===== config.mk =====
export PLATFORM = sky130hd
export DESIGN_NAME = ttm_mult
export DESIGN_NICKNAME = d
export VERILOG_FILES = /design/src/rtl/core/ttm_pkg.sv /design/src/rtl/core/ttm_mult.sv
export SDC_FILE = /design/constraint.sdc
export NUM_CORES = 2
export LEC_CHECK = 0
export ABC_AREA = 1
export BUFFER_PORTS_ARGS = -buffer_cell sky130_fd_sc_hd__buf_4
export CAP_MARGIN = 10
export CORE_ASPECT_RATIO = 0.8
export CORE_MARGIN = 2
export CORE_UTILIZATION = 50
export DETAILED_ROUTE_END_ITERATION = 6
export GPL_TIMING_DRIVEN = 0
export PLACE_DENSITY = 0.66
export SLEW_MARGIN = 20
export SYNTH_ARGS = -nofsm -noshare
export SYNTH_HDL_FRONTEND = slang
export SYNTH_SLANG_ARGS = --single-unit

===== constraint.sdc =====
create_clock -name clk_i -period 10.83 [get_ports clk_i]
set_input_delay 0.5415 -clock clk_i [delete_from_list [all_inputs] [get_ports clk_i]]
set_output_delay 0.5415 -clock clk_i [all_outputs]
set_load 0.02 [all_outputs]

===== src/rtl/core/ttm_pkg.sv =====
// Shared types, constants and helper functions of the triangle block.
// No dependencies; imported by every module of the block.
package ttm_pkg;

  localparam int FRAC_BITS    = 16;
  localparam int COORD_W      = 32;
  localparam int CORDIC_STEPS = 24;
  localparam int ANG_GUARD    = 8;
  localparam int VTX_COUNT    = 3;
  localparam int ROOT_BITS    = 33;

  localparam int IN_DATA_W  = 128;
  localparam int IN_USER_W  = 5;
  localparam int OUT_DATA_W = 280;
  localparam int OUT_USER_W = 2;

  // CORDIC gain 0.60725293500888 with 32 fraction bits
  localparam logic [32:0] GAIN_Q32 = 33'd2608131496;

  // Angles in degrees with 24 fraction bits
  localparam logic signed [35:0] ANG_90  = 36'sd1509949440;
  localparam logic signed [35:0] ANG_180 = 36'sd3019898880;
  localparam logic signed [35:0] ANG_360 = 36'sd6039797760;

  localparam logic signed [44:0] COORD_MAX = 45'sd2147483647;
  localparam logic signed [44:0] COORD_MIN = -45'sd2147483648;

  typedef logic signed [COORD_W-1:0] coord_t;
  typedef logic [32:0]               mul_op_t;
  typedef logic [65:0]               prod_t;
  typedef logic signed [43:0]        cord_t;

  typedef enum logic [2:0] {
    ACT_LOAD      = 3'd0,
    ACT_TRANSLATE = 3'd1,
    ACT_ROTATE    = 3'd2,
    ACT_ZOOM      = 3'd3,
    ACT_QUERY     = 3'd4
  } action_e;

  typedef enum logic [1:0] {
    KIND_EQUI     = 2'd0,
    KIND_RIGHT    = 2'd1,
    KIND_ISO      = 2'd2,
    KIND_SCALENE  = 2'd3
  } kind_e;

  typedef enum logic [4:0] {
    ST_IDLE, ST_APPLY, ST_ZOOM_MUL, ST_ZOOM_WB, ST_ROT_PREP, ST_GAIN_X,
    ST_GAIN_Y, ST_GAIN_WB, ST_CORDIC, ST_ROT_WB, ST_SIDE_DX, ST_SIDE_DY,
    ST_SIDE_SUM, ST_SQRT, ST_CROSS_A, ST_CROSS_B, ST_CROSS_C, ST_KIND,
    ST_DONE
  } state_e;

  // Saturate a wide signed value to a coordinate
  function automatic coord_t sat_coord(input logic signed [44:0] v);
    if (v > COORD_MAX) begin
      return COORD_MAX[COORD_W-1:0];
    end else if (v < COORD_MIN) begin
      return COORD_MIN[COORD_W-1:0];
    end
    return v[COORD_W-1:0];
  endfunction

  // Magnitude of a 33-bit signed value, as unsigned
  function automatic mul_op_t mag33(input logic signed [32:0] v);
    return v[32] ? (~v + 33'd1) : v;
  endfunction

  // Arctangent of 2^-i in degrees, 24 fraction bits
  function automatic logic [29:0] atan_entry(input logic [4:0] i);
    logic [30:0] tail;
    tail = (31'd961263669 + (31'd1 << (i - 5'd1))) >> i;
    case (i)
      5'd0:    return 30'd754974720;
      5'd1:    return 30'd445687602;
      5'd2:    return 30'd235489088;
      5'd3:    return 30'd119537938;
      5'd4:    return 30'd60000934;
      5'd5:    return 30'd30029717;
      5'd6:    return 30'd15018523;
      5'd7:    return 30'd7509720;
      5'd8:    return 30'd3754917;
      5'd9:    return 30'd1877466;
      5'd10:   return 30'd938734;
      5'd11:   return 30'd469367;
      default: return tail[29:0];
    endcase
  endfunction

endpackage


===== src/rtl/core/ttm_mult.sv =====
// Shared unsigned 33x33 multiplier with a registered product.
// Depends on ttm_pkg for operand and product types.
module ttm_mult (
  input  logic             clk_i,
  input  ttm_pkg::mul_op_t a_i,
  input  ttm_pkg::mul_op_t b_i,
  output ttm_pkg::prod_t   prod_o
);
  import ttm_pkg::*;

  prod_t prod_q;

  // one product per cycle, available the next cycle
  always_ff @(posedge clk_i) begin
    prod_q <= {33'd0, a_i} * {33'd0, b_i};
  end

  assign prod_o = prod_q;

endmodule


Word-level counts from Yosys, hierarchy flattened
Index checks and enable logic that the tools add are counted.
- flip-flop bits (word level): 66
- input bits: 67
- output and inout port bits: 66
- logic and storage cells: 2
- $mul: 1
- operator list (operator ; number):
    $mul 33x33->66 ; 1

Depth between registers and ports, before layout
- depth in word-level cells: 1
- depth in mapped cells: 33

Worst setup path after synthesis
OpenSTA, ideal clock, no wires.
- path kind: input-to-reg
- start point: input a_i[29]
- end point: register prod_q[64] (netlist: prod_o[64])
- arrival: 6.488 ns
- data required time: 10.718 ns
- slack: 4.230 ns
- cell stages on the path: 27
- path buffers: 2
- path through: clkbuf_1 -> clkbuf_1 -> nand2_1 -> fa_1 -> inv_1 -> fa_1 -> fa_1 -> inv_1 -> fa_1 -> inv_1 -> fa_1 -> fa_1 -> fa_1 -> inv_1 -> fa_1 -> inv_1 -> ha_1 -> nand2_2 -> inv_1 -> a21oi_1 -> nand2_1 -> nand2_1 -> nand2_1 -> a21oi_1 -> nand2_1 -> nand2_1 -> nand2_1
- longest elaborated chain between the ends: 1
- ends and longest elaborated chain (what ; RTL line ; text):
    start: declaration ; ttm_mult.sv:5 ; input ttm_pkg::mul_op_t a_i,
    $mul 33x33->66 ; ttm_mult.sv:15 ; prod_q <= {33'd0, a_i} * {33'd0, b_i};
    end signal: assignment ; ttm_mult.sv:15 ;
    end: declaration ; ttm_mult.sv:11 ; prod_t prod_q;
Every way passes these cells.

Worst setup path after layout
- start point: input b_i[18]
- end point: register prod_q[48] (netlist: prod_o[48])
- longest elaborated chain between the ends: 1
- ends and longest elaborated chain (what ; RTL line ; text):
    start: declaration ; ttm_mult.sv:6 ; input ttm_pkg::mul_op_t b_i,
    $mul 33x33->66 ; ttm_mult.sv:15 ;
Every way passes these cells.

==> flow_metrics.py <==
metrics = {
    "route": {
        "viasPerCell": 5.133,
        "vias": 33502,
        "wl_mm": 144.4,
        "ant_nets": 0,
        "dr.first_iter.drc_count": 3834,
        "drc": 0,
        "wl_per_cell_um": 22.12,
        "dr.pass1.iters": 7,
    },
    "timing": {
        "period_share": 0.7856,
        "tns_ps": 0,
        "fmax_mhz": 117.5,
        "min_period_ps": 8508,
        "rsz0062_at_grt": "false",
        "slew_headroom": 0.1486,
        "finalHoldViolCount": 0,
        "worstMarginPinSlew_ps": 1277,
        "drv_slew": 0,
        "setup_viol": 0,
    },
    "clocking": {
        "cts_resized": 0,
        "cts_root_buf": "clkbuf_16",
        "post-cts-setup-buffers": 0,
        "numCtsBuffers": 9,
        "htreeDepth": 3,
        "clock-sinks": 66,
        "cts_tree": "yes",
        "cts.clk_slew.worst_paths_ps": 60,
        "cts.hold.buffers_added": 0,
        "clk_path_buf_depth": 2,
    },
    "setup_path": {
        "critPathLaunchType": "primary input",
        "crit_start": "b_i[18]",
        "cp-end-kind": "flop",
        "worst-endpoint-arrival_ps": 8740,
        "slowest_delay_ps": 930,
        "worst-setup-path-type": "primary input to flop",
        "path_max_fanout": 10,
        "critPathSlowestCell": "clkbuf_1",
        "required_ps": 11070,
        "crit_top_cell": "fa_1",
        "crit_chain": "clkbuf_1 -> clkbuf_1 -> nand2_1 -> fa_1 -> fa_1 -> inv_1 -> fa_1 -> fa_1 -> fa_1 -> fa_1 -> fa_1 -> inv_1 -> fa_1 -> inv_1 -> ha_1 -> nand2_1 -> nor2_1 -> inv_2 -> nor2_1 -> a21oi_1 -> nand2_1 -> nand2_1 -> nand3_1 -> nand2_1",
        "endpoint": "prod_o[48]$_DFF_P_",
    },
    "worst_hold_path": {
        "worstHoldPathType": "primary input to flop",
        "hold_start": "b_i[0]",
    },
    "yosys": {
        "syn_inst": 5406,
        "yosys-top-cells-area": "fa_1 48%, inv_1 18%, nand2_1 16%, ha_1 8.3%, dfxtp_1 3.3%",
        "ys_seq_area_frac": 0.03318,
        "synth-seq-cells": 66,
        "syn_area_per_cell_sq_um": 7.366,
        "yosysTopAreaCellShare": 0.4816,
        "syn_nets": 6696,
        "synth_area_sq_um": 39820,
        "synth_top_cell_by_area": "fa_1",
        "ys_warn_count": 0,
        "ys_types": 29,
    },
    "final_layout": {
        "drive_above_1_share": 0.02332,
        "largest_reg_flops": 66,
        "area_growth_pct": 5.351,
        "final_cell_mix": "1892 x inv_1, 1652 x nand2_1, 958 x fa_1, 265 x ha_1, 262 x clkbuf_1",
        "layout_commonest_cell": "inv_1",
        "nNetsFinal": 6773,
    },
    "die": {
        "die_area_sq_um": 81920,
        "dieHeight_um": 256.4,
        "io_pins": 133,
        "die_x_um": 319.5,
        "design.core.area_sq_um": 78850,
        "start_util": 0.5050,
        "rows": 92,
    },
    "grt": {
        "grt_max_degree": 14,
        "grt_pass1_vias": 33287,
        "antenna_found_initial": 8,
        "grt_usage": 0.3601,
        "grt_pass1_wl_mm": 214.2,
        "gr-total-overflow": 0,
    },
    "placement": {
        "numPortBuffers": 66,
        "gp_congestion": 1.066,
        "dp_hpwl_mm": 125.5,
    },
    "job": {
        "cap_violations": 0,
    },
    "outcome": {
        "status": "finished, final reports clean",
    },
}
## stage by stage
| stage | hold slack [ps] | area [sq um] | worst slack (ps) | utilization | cells |
|---|---|---|---|---|---|
| after floorplan | 810.7 | 39820 | 4230 | - | 5406 |
| after global placement | 911.2 | 41610 | 2306 | 0.5277 | 6506 |
| after detailed placement | 914.7 | 41610 | 2297 | 0.5277 | 6506 |
| after CTS | 552.7 | 41930 | 2633 | 0.5318 | 6522 |
| after global routing | 622.4 | 41940 | 2189 | 0.5319 | 6524 |
| final | 557.1 | 41950 | 2322 | 0.5320 | 6527 |
## cell type report
| class | count | area (sq um) |
|---|---|---|
| Antenna cell | 5 | 12.51 |
| Buffer | 264 | 993.5 |
| Clock buffer | 9 | 225.2 |
| Clock inverter | 7 | 101.3 |
| Fill cell | 7755 | 36900 |
| Inverter | 1902 | 7139 |
| Multi-Input combinational cell | 3174 | 30370 |
| Sequential cell | 66 | 1321 |
| Tap cell | 1034 | 1294 |
| Timing Repair Buffer | 66 | 495.5 |
## Yosys cell counts (all sizes together)
| cell type | n |
|---|---|
| a21oi | 42 |
| and2 | 1 |
| and3 | 1 |
| and3b | 1 |
| clkbuf | 264 |
| dfxtp | 66 |
| fa | 958 |
| ha | 265 |
| inv | 1902 |
| nand2 | 1657 |
| nand3 | 59 |
| nand4 | 13 |
| nor2 | 111 |
| nor3 | 14 |
| nor4 | 1 |
| o211ai | 1 |
| o21ai | 4 |
| o21bai | 10 |
| xnor2 | 5 |
| xor2 | 31 |
## worst min-delay path by stage
| stage | end | cells after the start |
|---|---|---|
| 5_1_grt | prod_o[0]$_DFF_P_ | 3 |
| 3_5_place_dp | prod_o[0]$_DFF_P_ | 3 |
| 3_3_place_gp | prod_o[0]$_DFF_P_ | 3 |
| 4_1_cts | prod_o[0]$_DFF_P_ | 3 |
| 6_report | prod_o[0]$_DFF_P_ | 3 |
| 2_1_floorplan | prod_o[0]$_DFF_P_ | 3 |
## per-layer routing
layer,wire (um),vias to the layer above,share of wire,global-route usage
met5,63,-,0.00044,0
li1,-,14696,-,-
met1,57150,16487,0.40,0.5040
met2,58810,2006,0.41,0.5143
met3,21480,305,0.15,0.1276
met4,6869,8,0.048,0.1306
## worst max-delay path: cells and delay by family
| family | cells | cell delay (ps) |
|---|---|---|
| buffers and inverters | 6 | 2050 |
| adder cells (fa/ha/maj) | 9 | 4760 |
| AND/OR/NAND/NOR | 8 | 1240 |
| AO/OA/AOI/OAI | 1 | 120 |
## logic make-up (layout without fill, tap and decap cells)
group | count (synthesis) | count (layout) | synth area share
fa+ha+maj | 1223 | 1223 | 0.5649
flops | 66 | 66 | 0.03318
simple gates | 1858 | 1858 | 0.1818
buf+inv | 2166 | 2248 | 0.2042
other cells | 0 | 5 | 0
compound gates | 57 | 57 | 0.008044
xor+xnor | 36 | 36 | 0.007918
Power is not shown: default switching activity piles up to over one toggle a cycle in this logic, so the estimate is an artifact.
