[src/rtl/core/ttm_pkg.sv]
// Shared types, constants and helper functions of the triangle block.
// No dependencies; imported by every module of the block.
package ttm_pkg;

  localparam int FRAC_BITS    = 16;
  localparam int COORD_W      = 32;
  localparam int CORDIC_STEPS = 24;
  localparam int ANG_GUARD    = 8;
  localparam int VTX_COUNT    = 3;
  localparam int ROOT_BITS    = 33;

  localparam int IN_DATA_W  = 128;
  localparam int IN_USER_W  = 5;
  localparam int OUT_DATA_W = 280;
  localparam int OUT_USER_W = 2;

  // CORDIC gain 0.60725293500888 with 32 fraction bits
  localparam logic [32:0] GAIN_Q32 = 33'd2608131496;

  // Angles in degrees with 24 fraction bits
  localparam logic signed [35:0] ANG_90  = 36'sd1509949440;
  localparam logic signed [35:0] ANG_180 = 36'sd3019898880;
  localparam logic signed [35:0] ANG_360 = 36'sd6039797760;

  localparam logic signed [44:0] COORD_MAX = 45'sd2147483647;
  localparam logic signed [44:0] COORD_MIN = -45'sd2147483648;

  typedef logic signed [COORD_W-1:0] coord_t;
  typedef logic [32:0]               mul_op_t;
  typedef logic [65:0]               prod_t;
  typedef logic signed [43:0]        cord_t;

  typedef enum logic [2:0] {
    ACT_LOAD      = 3'd0,
    ACT_TRANSLATE = 3'd1,
    ACT_ROTATE    = 3'd2,
    ACT_ZOOM      = 3'd3,
    ACT_QUERY     = 3'd4
  } action_e;

  typedef enum logic [1:0] {
    KIND_EQUI     = 2'd0,
    KIND_RIGHT    = 2'd1,
    KIND_ISO      = 2'd2,
    KIND_SCALENE  = 2'd3
  } kind_e;

  typedef enum logic [4:0] {
    ST_IDLE, ST_APPLY, ST_ZOOM_MUL, ST_ZOOM_WB, ST_ROT_PREP, ST_GAIN_X,
    ST_GAIN_Y, ST_GAIN_WB, ST_CORDIC, ST_ROT_WB, ST_SIDE_DX, ST_SIDE_DY,
    ST_SIDE_SUM, ST_SQRT, ST_CROSS_A, ST_CROSS_B, ST_CROSS_C, ST_KIND,
    ST_DONE
  } state_e;

  // Saturate a wide signed value to a coordinate
  function automatic coord_t sat_coord(input logic signed [44:0] v);
    if (v > COORD_MAX) begin
      return COORD_MAX[COORD_W-1:0];
    end else if (v < COORD_MIN) begin
      return COORD_MIN[COORD_W-1:0];
    end
    return v[COORD_W-1:0];
  endfunction

  // Magnitude of a 33-bit signed value, as unsigned
  function automatic mul_op_t mag33(input logic signed [32:0] v);
    return v[32] ? (~v + 33'd1) : v;
  endfunction

  // Arctangent of 2^-i in degrees, 24 fraction bits
  function automatic logic [29:0] atan_entry(input logic [4:0] i);
    logic [30:0] tail;
    tail = (31'd961263669 + (31'd1 << (i - 5'd1))) >> i;
    case (i)
      5'd0:    return 30'd754974720;
      5'd1:    return 30'd445687602;
      5'd2:    return 30'd235489088;
      5'd3:    return 30'd119537938;
      5'd4:    return 30'd60000934;
      5'd5:    return 30'd30029717;
      5'd6:    return 30'd15018523;
      5'd7:    return 30'd7509720;
      5'd8:    return 30'd3754917;
      5'd9:    return 30'd1877466;
      5'd10:   return 30'd938734;
      5'd11:   return 30'd469367;
      default: return tail[29:0];
    endcase
  endfunction

endpackage

[src/rtl/core/ttm_sqrt.sv]
// Digit-recurrence square root, one result bit per cycle, rounded to nearest.
// Depends on ttm_pkg for the product type and root width.
module ttm_sqrt (
  input  logic                     clk_i,
  input  logic                     rst_ni,
  input  logic                     start_i,
  input  ttm_pkg::prod_t           radicand_i,
  output logic                     done_o,
  output logic [ttm_pkg::ROOT_BITS:0] root_o
);
  import ttm_pkg::*;

  prod_t                rad_q;
  logic [35:0]          rem_q, rem_d, rem_sh, trial;
  logic [ROOT_BITS-1:0] root_q, root_d;
  logic [5:0]           cnt_q;
  logic                 busy_q, done_q;

  // one recurrence step
  always_comb begin
    rem_sh = {rem_q[33:0], rad_q[65:64]};
    trial  = {1'b0, root_q, 2'b01};
    if (rem_sh >= trial) begin
      rem_d  = rem_sh - trial;
      root_d = {root_q[ROOT_BITS-2:0], 1'b1};
    end else begin
      rem_d  = rem_sh;
      root_d = {root_q[ROOT_BITS-2:0], 1'b0};
    end
  end

  // control
  always_ff @(posedge clk_i or negedge rst_ni) begin
    if (!rst_ni) begin
      busy_q <= 1'b0;
      done_q <= 1'b0;
      cnt_q  <= '0;
    end else begin
      done_q <= 1'b0;
      if (start_i) begin
        busy_q <= 1'b1;
        cnt_q  <= '0;
      end else if (busy_q) begin
        cnt_q <= cnt_q + 6'd1;
        if (cnt_q == 6'(ROOT_BITS - 1)) begin
          busy_q <= 1'b0;
          done_q <= 1'b1;
        end
      end
    end
  end

  // datapath
  always_ff @(posedge clk_i) begin
    if (start_i) begin
      rad_q  <= radicand_i;
      rem_q  <= '0;
      root_q <= '0;
    end else if (busy_q) begin
      rad_q  <= {rad_q[63:0], 2'b00};
      rem_q  <= rem_d;
      root_q <= root_d;
    end
  end

  // round up when the remainder exceeds the root
  assign root_o = {1'b0, root_q} + {{ROOT_BITS{1'b0}}, (rem_q > {3'b000, root_q})};
  assign done_o = done_q;

endmodule

[config.mk]
export PLATFORM = sky130hd
export DESIGN_NAME = ttm_sqrt
export DESIGN_NICKNAME = d
export VERILOG_FILES = /design/src/rtl/core/ttm_pkg.sv /design/src/rtl/core/ttm_sqrt.sv
export SDC_FILE = /design/constraint.sdc
export NUM_CORES = 1
export LEC_CHECK = 0
export ABC_AREA = 1
export BUFFER_PORTS_ARGS = -buffer_cell sky130_fd_sc_hd__buf_2
export CAP_MARGIN = 30
export CORE_AREA = 2 2 163 181
export DETAILED_ROUTE_END_ITERATION = 8
export DIE_AREA = 0 0 165 183
export PLACE_DENSITY = 0.59
export SLEW_MARGIN = 25
export SYNTH_ARGS = -nofsm -noshare
export SYNTH_HDL_FRONTEND = slang
export SYNTH_SLANG_ARGS = --single-unit
[constraint.sdc]
create_clock -name clk_i -period 8 [get_ports clk_i]
set_clock_uncertainty 0.15 [all_clocks]
set_input_delay 1.6 -clock clk_i [delete_from_list [all_inputs] [get_ports clk_i]]
set_output_delay 1.6 -clock clk_i [all_outputs]
set_load 0.005 [all_outputs]
After elaboration in Yosys (flattened, before gate mapping)
Cells that the tools add are included.
{ "totals": {"wordCells": 25, "inputBits": 69, "output_inout_bits": 35, "regBits": 143} }
{ "op_classes": {"magnitude_cmp": 2, "n_addsub": 3, "reduce_logical": 1, "eq_ne": 1, "n_mux": 12} }
{ "op_table": {"columns": ["op", "n"], "rows": [
  ["66-bit 2-to-1 mux", 2],
  ["36-bit by 35-bit greater-or-equal comparator with 1-bit output", 1],
  ["36-bit by 33-bit greater-than comparator with 1-bit output", 1],
  ["36-bit 2-to-1 mux", 1],
  ["36-bit by 35-bit subtractor with 36-bit output", 1],
  ["33-bit by 1-bit adder with 34-bit output", 1],
  ["6-bit 2-to-1 mux", 2],
  ["1-bit 2-to-1 mux", 7],
  ["6-bit by 1-bit adder with 6-bit output, second input constant", 1],
  ["6-bit == test, second input constant", 1],
  ["2-bit nonzero test", 1]
]} }

Longest topological paths before layout
Gate-level depths: netlist (run 1).
{ "logic_depth": {"ltp_word": 4, "mapped_depth": 22, "depth_no_buf": 22} }

Least setup slack after synthesis (run 1)
OpenSTA, ideal clock, no wires.
{ "synth_timing": {"path_kind": "reg2out", "startpoint": "register root_q[23]", "endpoint": "output port root_o[30] in the netlist's numbering", "path_stages_with_launch": 21, "t_arrival_ps": 3268, "n_path_buf": 0, "path_slack_ps": 2982, "required_ps": 6250, "cell_sequence": "dfxtp_1 clkinv_1 ha_1 nand2_1 nor2_1 nand2_1 nor4_1 o21ai_0 nand3_1 o21ai_0 inv_1 ha_1 ha_1 nand2_1 nor3_2 nand3_2 nor2_2 nand3_2 nor4_2 nand2_1 xor2_1"} }
{ "synth_via": {"elab_chain_len": 2} }
{ "synth_lines": {"columns": ["item", "line", "text"], "rows": [
  ["from (decl)", "ttm_sqrt.sv:15", "logic [ROOT_BITS-1:0] root_q, root_d;"],
  ["from (signal assigned)", "ttm_sqrt.sv:62", "root_q <= root_d;"],
  ["36-bit by 33-bit greater-than comparator with 1-bit output", "ttm_sqrt.sv:67", "assign root_o = {1'b0, root_q} + {{ROOT_BITS{1'b0}}, (rem_q > {3'b000, root_q})};"],
  ["33-bit by 1-bit adder with 34-bit output *", "ttm_sqrt.sv:67", null],
  ["to (decl)", "ttm_sqrt.sv:9", "output logic [ttm_pkg::ROOT_BITS:0] root_o"]
]} }
Every way passes the cells marked *; elsewhere a longest branch is shown, timed or not.

Worst setup path after layout (run 1)
Same ends and word-level chain as after synthesis.

==> metrics.md, run 1 <==
| Metric | Value |
|---|---|
| Critical path required time | between 6000 and 7000 ps |
| Clk pwr share | a little over a fifth |
| Clock Path Buffers | 2 |
| Vias after detailed routing | between 8000 and 9000 |
| Cell variety after synth | 43 |
| Resized Gates After CTS | 0 |
| Clock root cell | clkbuf_16 |
| Overflow after GRT | 0 |
| CTS tree | yes |
| Post-DP HPWL | 18000 um |
| Fmax | approximately 160 MHz |
| Power share of the combinational group | 52.9% |
| Total setup buffers inserted after CTS | 0 |
| Final WL | between 20000 and 25000 um |
| Commonest non-fill, non-tap cell in the layout | nand2_1 |
| Crit Path Max Fanout | 7 |
| Post-synthesis sequential area ratio | 38.7% |
| Fin. max-slew vios | 0 |
| Flop pwr share | between 20% and 30% |
| Synth area leader | edfxtp_1 |
| Ratio of cells with drive above 1 in the final layout | 14.8% |
| Ports | 104 |
| Synthesized Nets | 1383 |
| Syn_area_per_cell | between 7 and 8 um^2 |
| Startpoint types | register |
| Final period util | roughly 80% |
| Post-Synthesis Cells | about 1300 |
| Vias in the first global route | 8170 |
| Nets@finish | between 1000 and 1500 |
| Die H | between 150 and 200 um |
| Avg WL per Cell | approximately 14 um |
| Htree depth | 4 |
| Min cycle time layout | between 6000 and 7000 ps |
| Row count | 65 |
| Die W | ~170 um |
| Switching power | between 1.5 and 2 mW |
| Yosys reg bits | 143 |
| Setup violations, final | 0 |
| Least-Margin Pin Slew | roughly 760 ps |
| Clock transition at path regs | around 60 ps |
| Initial antenna violation count | 2 |
| Top cell type's share of synthesized area | between 20% and 30% |
| Pwr per Cell Area | around 350 nW/um^2 |
| TritonCTS Buffers | 17 |
| Die area | about 30000 um^2 |
| Final WS setup | 1600 ps |
| Routed vias/inst | ~4.8 |
| Largest net degree at the start of global routing | 91 |
| Iteration-0 DRC Markers | a little under 600 |
| Crit Path Class | reg -> out |
| Initial core utilization | 32.4% |
| Gpl congestion | about 0.91 |
| Final Hold Viols | 0 |
| CP Launch Point | root_q[23] |
| Setup total negative slack | 0 ps |
| Buffers on Ports | 103 |
| Unrepaired setup endpoints after global routing | no |
| Cts hold-fix bufs | 0 |
| Ys Warns | 0 |
| Synth area leaders | edfxtp_1, nand2_1, dfxtp_1, inv_1, ha_1 |
| VDD IR max | around 0.00018 V |
| Synthesized area | slightly above 9000 um^2 |
| Core Area | 28400 um^2 |
| Max-Cap Viols | 0 |
| Internal power | ~2.0 mW |
| Commonest cells after routing, fill and taps aside | nand2_1, inv_1, buf_2 |
| Worst EP arrival | roughly 4700 ps |
| Hold Crit Class | reg -> reg |
| P&R area growth vs syn | 16.4% |
| DP Worst Slack | between 2000 and 2500 ps |
| Outcome | finished clean |
| Worst-skew pair later-pin latency | 430 ps |
| Switching share of power | between 40 and 50% |
| R2R Path Start | root_q[27] |
| P_leak | about 5.2 nW |
| Max-Slew Margin vs Limit | between 40% and 50% |
| Residual DRC | 0 |
| Drt first pass iters | 5 |
| Global-route wire length before repair | roughly 40000 um |
| Hold path startpoint | rem_q[1] |
| Clock sinks | approximately 140 |
| Fillers | 2990 |
| Crit. End Element | output port |
| Total Routing Usage GR | between 15 and 20% |
| DRT antenna net count | 0 |
## power groups by stage
stage | combinational, mW | clock (mW) | sequential (mW)
2_1_floorplan | 1.54 | 0 | 0.940
3_3_place_gp | 1.95 | 0 | 0.961
3_5_place_dp | 1.97 | 0 | 0.962
4_1_cts | 1.98 | 0.843 | 0.948
5_1_grt | 2.24 | 0.876 | 0.961
6_report | 1.99 | 0.825 | 0.950
## critical path, cell delays in order, from the launching register on
cell	delay, ps
dfxtp_1	340
clkinv_1	200
ha_1	420
nand2_1	160
nor2_1	260
nand2_1	130
nor4_1	250
o21ai_0	160
nand3_1	90
o21ai_0	100
inv_1	100
ha_1	170
ha_1	190
nand2_1	90
nor3_2	270
nand3_2	210
nor2_2	180
nand3_2	140
nor4_2	360
nand2_1	120
xor2_1	160
buf_2	130
## synth_stat cells (all sizes together)
cell,number
dfxtp,69
nor3,23
nand3,80
o211ai,18
xnor2,16
clkinv,4
or2,2
o22ai,32
clkbuf,21
xor2,33
nand4,13
nor2,98
inv,150
nand2,497
and2,2
dfrtp,8
ha,40
nand3b,1
a31oi,2
o21bai,9
buf,12
a21oi,41
nor4,9
o21ai,28
edfxtp,66
## per-stage QoR
step | hold slack (ps) | std cells | total power [mW] | util, % | instance area (um^2)
6_report | 329 | 1752 | 3.76 | 37.8 | 10700
5_1_grt | 351 | 1751 | 4.08 | 37.8 | 10700
4_1_cts | 331 | 1749 | 3.77 | 37.6 | 10700
3_5_place_dp | 318 | 1717 | 2.93 | 35.5 | 10100
3_3_place_gp | 315 | 1716 | 2.91 | 35.4 | 10100
2_1_floorplan | 293 | 1274 | 2.48 | - | 9210
## final cells by class
cell class / instances / area, um^2 / area share, %
multi-input combinational: 944 / 4900 / 45.7
inverter: 154 / 579 / 5.40
timing repair buffer: 110 / 616 / 5.74
antenna: 1 / 2.50 / 0.0233
clock buffer: 18 / 429 / 4.00
tap: 368 / 460 / 4.29
sequential: 143 / 3560 / 33.2
clock inverter: 14 / 169 / 1.58
## registers in the layout, summed over array words and instances (netlist names)
signal / count
busy_q: 1
done_o: 1
rem_q: 36
root_q: 33
cnt_q: 6
rad_q: 66
## final timing paths
check / cells past startpoint / end / slack (ps)
min reg2reg: 2 / rem_q[1] / 330
min: 2 / rem_q[1] / 330
max in group asynchronous: 1 / cnt_q[2] / 6660
max reg2reg: 12 / rem_q[22] / 5060
min in group asynchronous: 1 / cnt_q[4] / 860
max: 21 / root_o[30] / 1600
## metal layers
| layer | up-vias | track usage (%) | share of wire [%] |
|---|---|---|---|
| met4 | 2 | 5.32 | 2.2 |
| met1 | 3776 | 21.2 | 46 |
| li1 | 4315 | - | - |
| met3 | 38 | 3.89 | 5.4 |
| met5 | - | 0 | 0.053 |
| met2 | 208 | 28.1 | 46 |
## kinds of logic (layout without fill, tap and decap cells)
family	count (synthesis)	after routing	synth area share (%)
DFF	143	143	38.7
and+or+nand+nor	725	725	34.0
xor gates and xnor gates	49	49	4.66
other	0	1	0
AOI/OAI and AO/OA	130	130	9.12
adders and majority gates	40	40	5.43
buffers and inverters	187	296	8.10
Note: power is estimated with default switching activity, not from simulation.
==> inputs of run 2 (changes only) <==
Settings changed: PLACE_DENSITY 0.59 to 0.61.
Clock period 8 ns to 5.7 ns, I/O delays scaled along.
==> run 2 against run 1 <==
Utilization increased by 0.74 points. Sequential share of layout area decreased by 0.61 points. Routed wire length increased by 5.6%. First-iteration DRC count decreased by 16%. Worst hold slack improved by 5.2 ps. Die area unchanged. Cell area increased by 1.9%.
==> metrics.md, run 2 (synthesized netlist as in run 1, its figures left out) <==
| Metric | Value |
|---|---|
| Outcome | finished clean |
| Met2 WL | ~12000 um |
| Cts hold-fix bufs | 0 |
| Largest net degree at the start of global routing | 68 |
| Vias in the first global route | between 8000 and 9000 |
| Fmax | 183 MHz |
| Setup total negative slack | 0 ps |
| Fin. max-slew vios | 0 |
| Die W | approximately 170 um |
| Post-DP HPWL | between 15000 and 20000 um |
| Critical path required time | around 4400 ps |
| Worst-skew pair later-pin latency | ~430 ps |
| R2R Path Start | busy_q |
| Ratio of cells with drive above 1 in the final layout | around 17% |
| Clock root cell | clkbuf_16 |
| Least-Margin Pin Slew | 779 ps |
| DP Worst Slack | ~380 ps |
| Min cycle time layout | ~5500 ps |
| Initial antenna violation count | 1 |
| Pwr Total | between 5 and 6 mW |
| VDD IR max | around 0.00021 V |
| Largest stage delay on the critical path | between 400 and 500 ps |
| Die H | ~180 um |
| P&R area growth vs syn | 18.7% |
| Slowest-stage cell, CP | ha_1 |
| Crit Path Class | reg -> out |
| Routed vias/inst | 4.75 |
| CP bufs+invs | 5 |
| Commonest non-fill, non-tap cell in the layout | nand2_1 |
| Global-route wire length before repair | 41300 um |
| Overflow after GRT | 0 |
| DRT antenna net count | 0 |
| Htree depth | 4 |
| Wire length on met1 | 11800 um |
| Clock transition at path regs | approximately 70 ps |
| Biggest regs | rad_q x66, rem_q x36, root_q x33 |
| Post-route cell area | 10900 um^2 |
| Setup violations, final | 0 |
| Max FFs per register | 66 |
| Nets@finish | 1484 |
| Crit Path Max Fanout | 6 |
| TritonCTS Buffers | 17 |
| Critical path cell sequence | inv_1, ha_1, nand2_1, nor4_2, o21ai_0, nand3_1, o21ai_0, inv_1, ha_1, ha_1, nand2_1, nor3_4, nand3_4, buf_4, nor3_4, nand4_1, inv_1, nand3_1, xor2_1, buf_2 |
| Pwr per Cell Area | 494 nW/um^2 |
| Hold Crit Class | reg -> reg |
| Commonest cells after routing, fill and taps aside | nand2_1, inv_1, buf_2 |
| Final period util | 95.7% |
| CTS tree | yes |
| CP top delay family | simple AND/OR/NAND/NOR gates |
| Ports | 104 |
| Top reg by flops | rad_q |
| Final WL | 25800 um |
| Fin Hold WS | 334 ps |
| Drt first pass iters | 5 |
| Reg2Reg Depth | 7 |
| P_leak | roughly 5.3 nW |
| Worst hold endpoint | rem_q[29] |
| DR top layer | met4 |
| Max-Cap Viols | 0 |
| Die area | ~30000 um^2 |
| Buffers on Ports | a little over 100 |
| Core Area | about 28000 um^2 |
| CP Launch Point | root_q[31] |
| Total Routing Usage GR | about 17% |
| DP Area | approximately 10000 um^2 |
| Vias after detailed routing | 8351 |
| Worst r2r dst | rem_q[32] |
| Max-Slew Margin vs Limit | between 40% and 50% |
| Iteration-0 DRC Markers | between 400 and 500 |
| Hold path startpoint | rem_q[29] |
| Startpoint types | register |
| Crit. End Element | output port |
| Final WS setup | roughly 250 ps |
| Row count | 65 |
| Initial core utilization | between 30% and 40% |
| Avg WL per Cell | 14.7 um |
| Clock Path Buffers | 2 |
| Final Hold Viols | 0 |
| Gpl congestion | 0.920 |
| Residual DRC | 0 |
| Worst EP arrival | ~4200 ps |
| FF-to-FF setup slack | 2530 ps |
| Routed wl met3 | between 1000 and 1500 um |
| Clock sinks | between 100 and 150 |
| WHS Path Cells | 2 |
## run 2: worst max-delay path by stage
stage,end,slack [ps],cells past startpoint
after floorplan,root_o[30],1140,20
after global placement,root_o[30],520,21
after detailed placement,root_o[30],380,21
after CTS,root_o[30],20,21
after global routing,root_o[32],-5,24
final,root_o[32],250,20
## run 2: metal layers
metal / track usage, % / up-vias
met5: 0 / -
met3: 3.48 / 26
li1: - / 4322
met1: 22.0 / 3806
met2: 30.2 / 197
met4: 4.31 / 0
## run 2: power breakdown
part / total [mW] / internal [mW] / leakage, nW / switching [mW]
sequential: 1.34 / 1.23 / 1.40 / 0.113
clock: 1.17 / 0.663 / 0.294 / 0.507
combinational: 2.88 / 0.995 / 3.62 / 1.89
total: 5.40 / 2.89 / 5.31 / 2.51
## run 2: what timing repair did
| action | CTS | global route |
|---|---|---|
| setup endpoints to repair | 1 | 13 |
| resized for setup | 2 | 33 |
| setup buffers | 0 | 2 |
| pin swaps | 0 | 4 |
## run 2: final cells by class
| class | instances | area [um^2] |
|---|---|---|
| Tap cell | 368 | 460 |
| Clock inverter | 14 | 170 |
| Multi-Input combinational cell | 944 | 5100 |
| Antenna cell | 1 | 2.50 |
| Inverter | 154 | 583 |
| Fill cell | 2978 | 17500 |
| Clock buffer | 18 | 429 |
| Timing Repair Buffer | 115 | 618 |
| Sequential cell | 143 | 3570 |
## run 2: through the flow
stage	util, %	std cells
2_1_floorplan	-	1274
3_3_place_gp	35.5	1721
3_5_place_dp	35.6	1722
4_1_cts	37.8	1754
5_1_grt	38.5	1756
6_report	38.5	1757
## run 2: worst reg2reg max path: cells and delay by family, from the launching register on
kind	cells	cell delay [ps]
AO/OA/AOI/OAI	1	200
AND/OR/NAND/NOR	3	760
buffers and inverters	3	1280
flip-flops	1	740
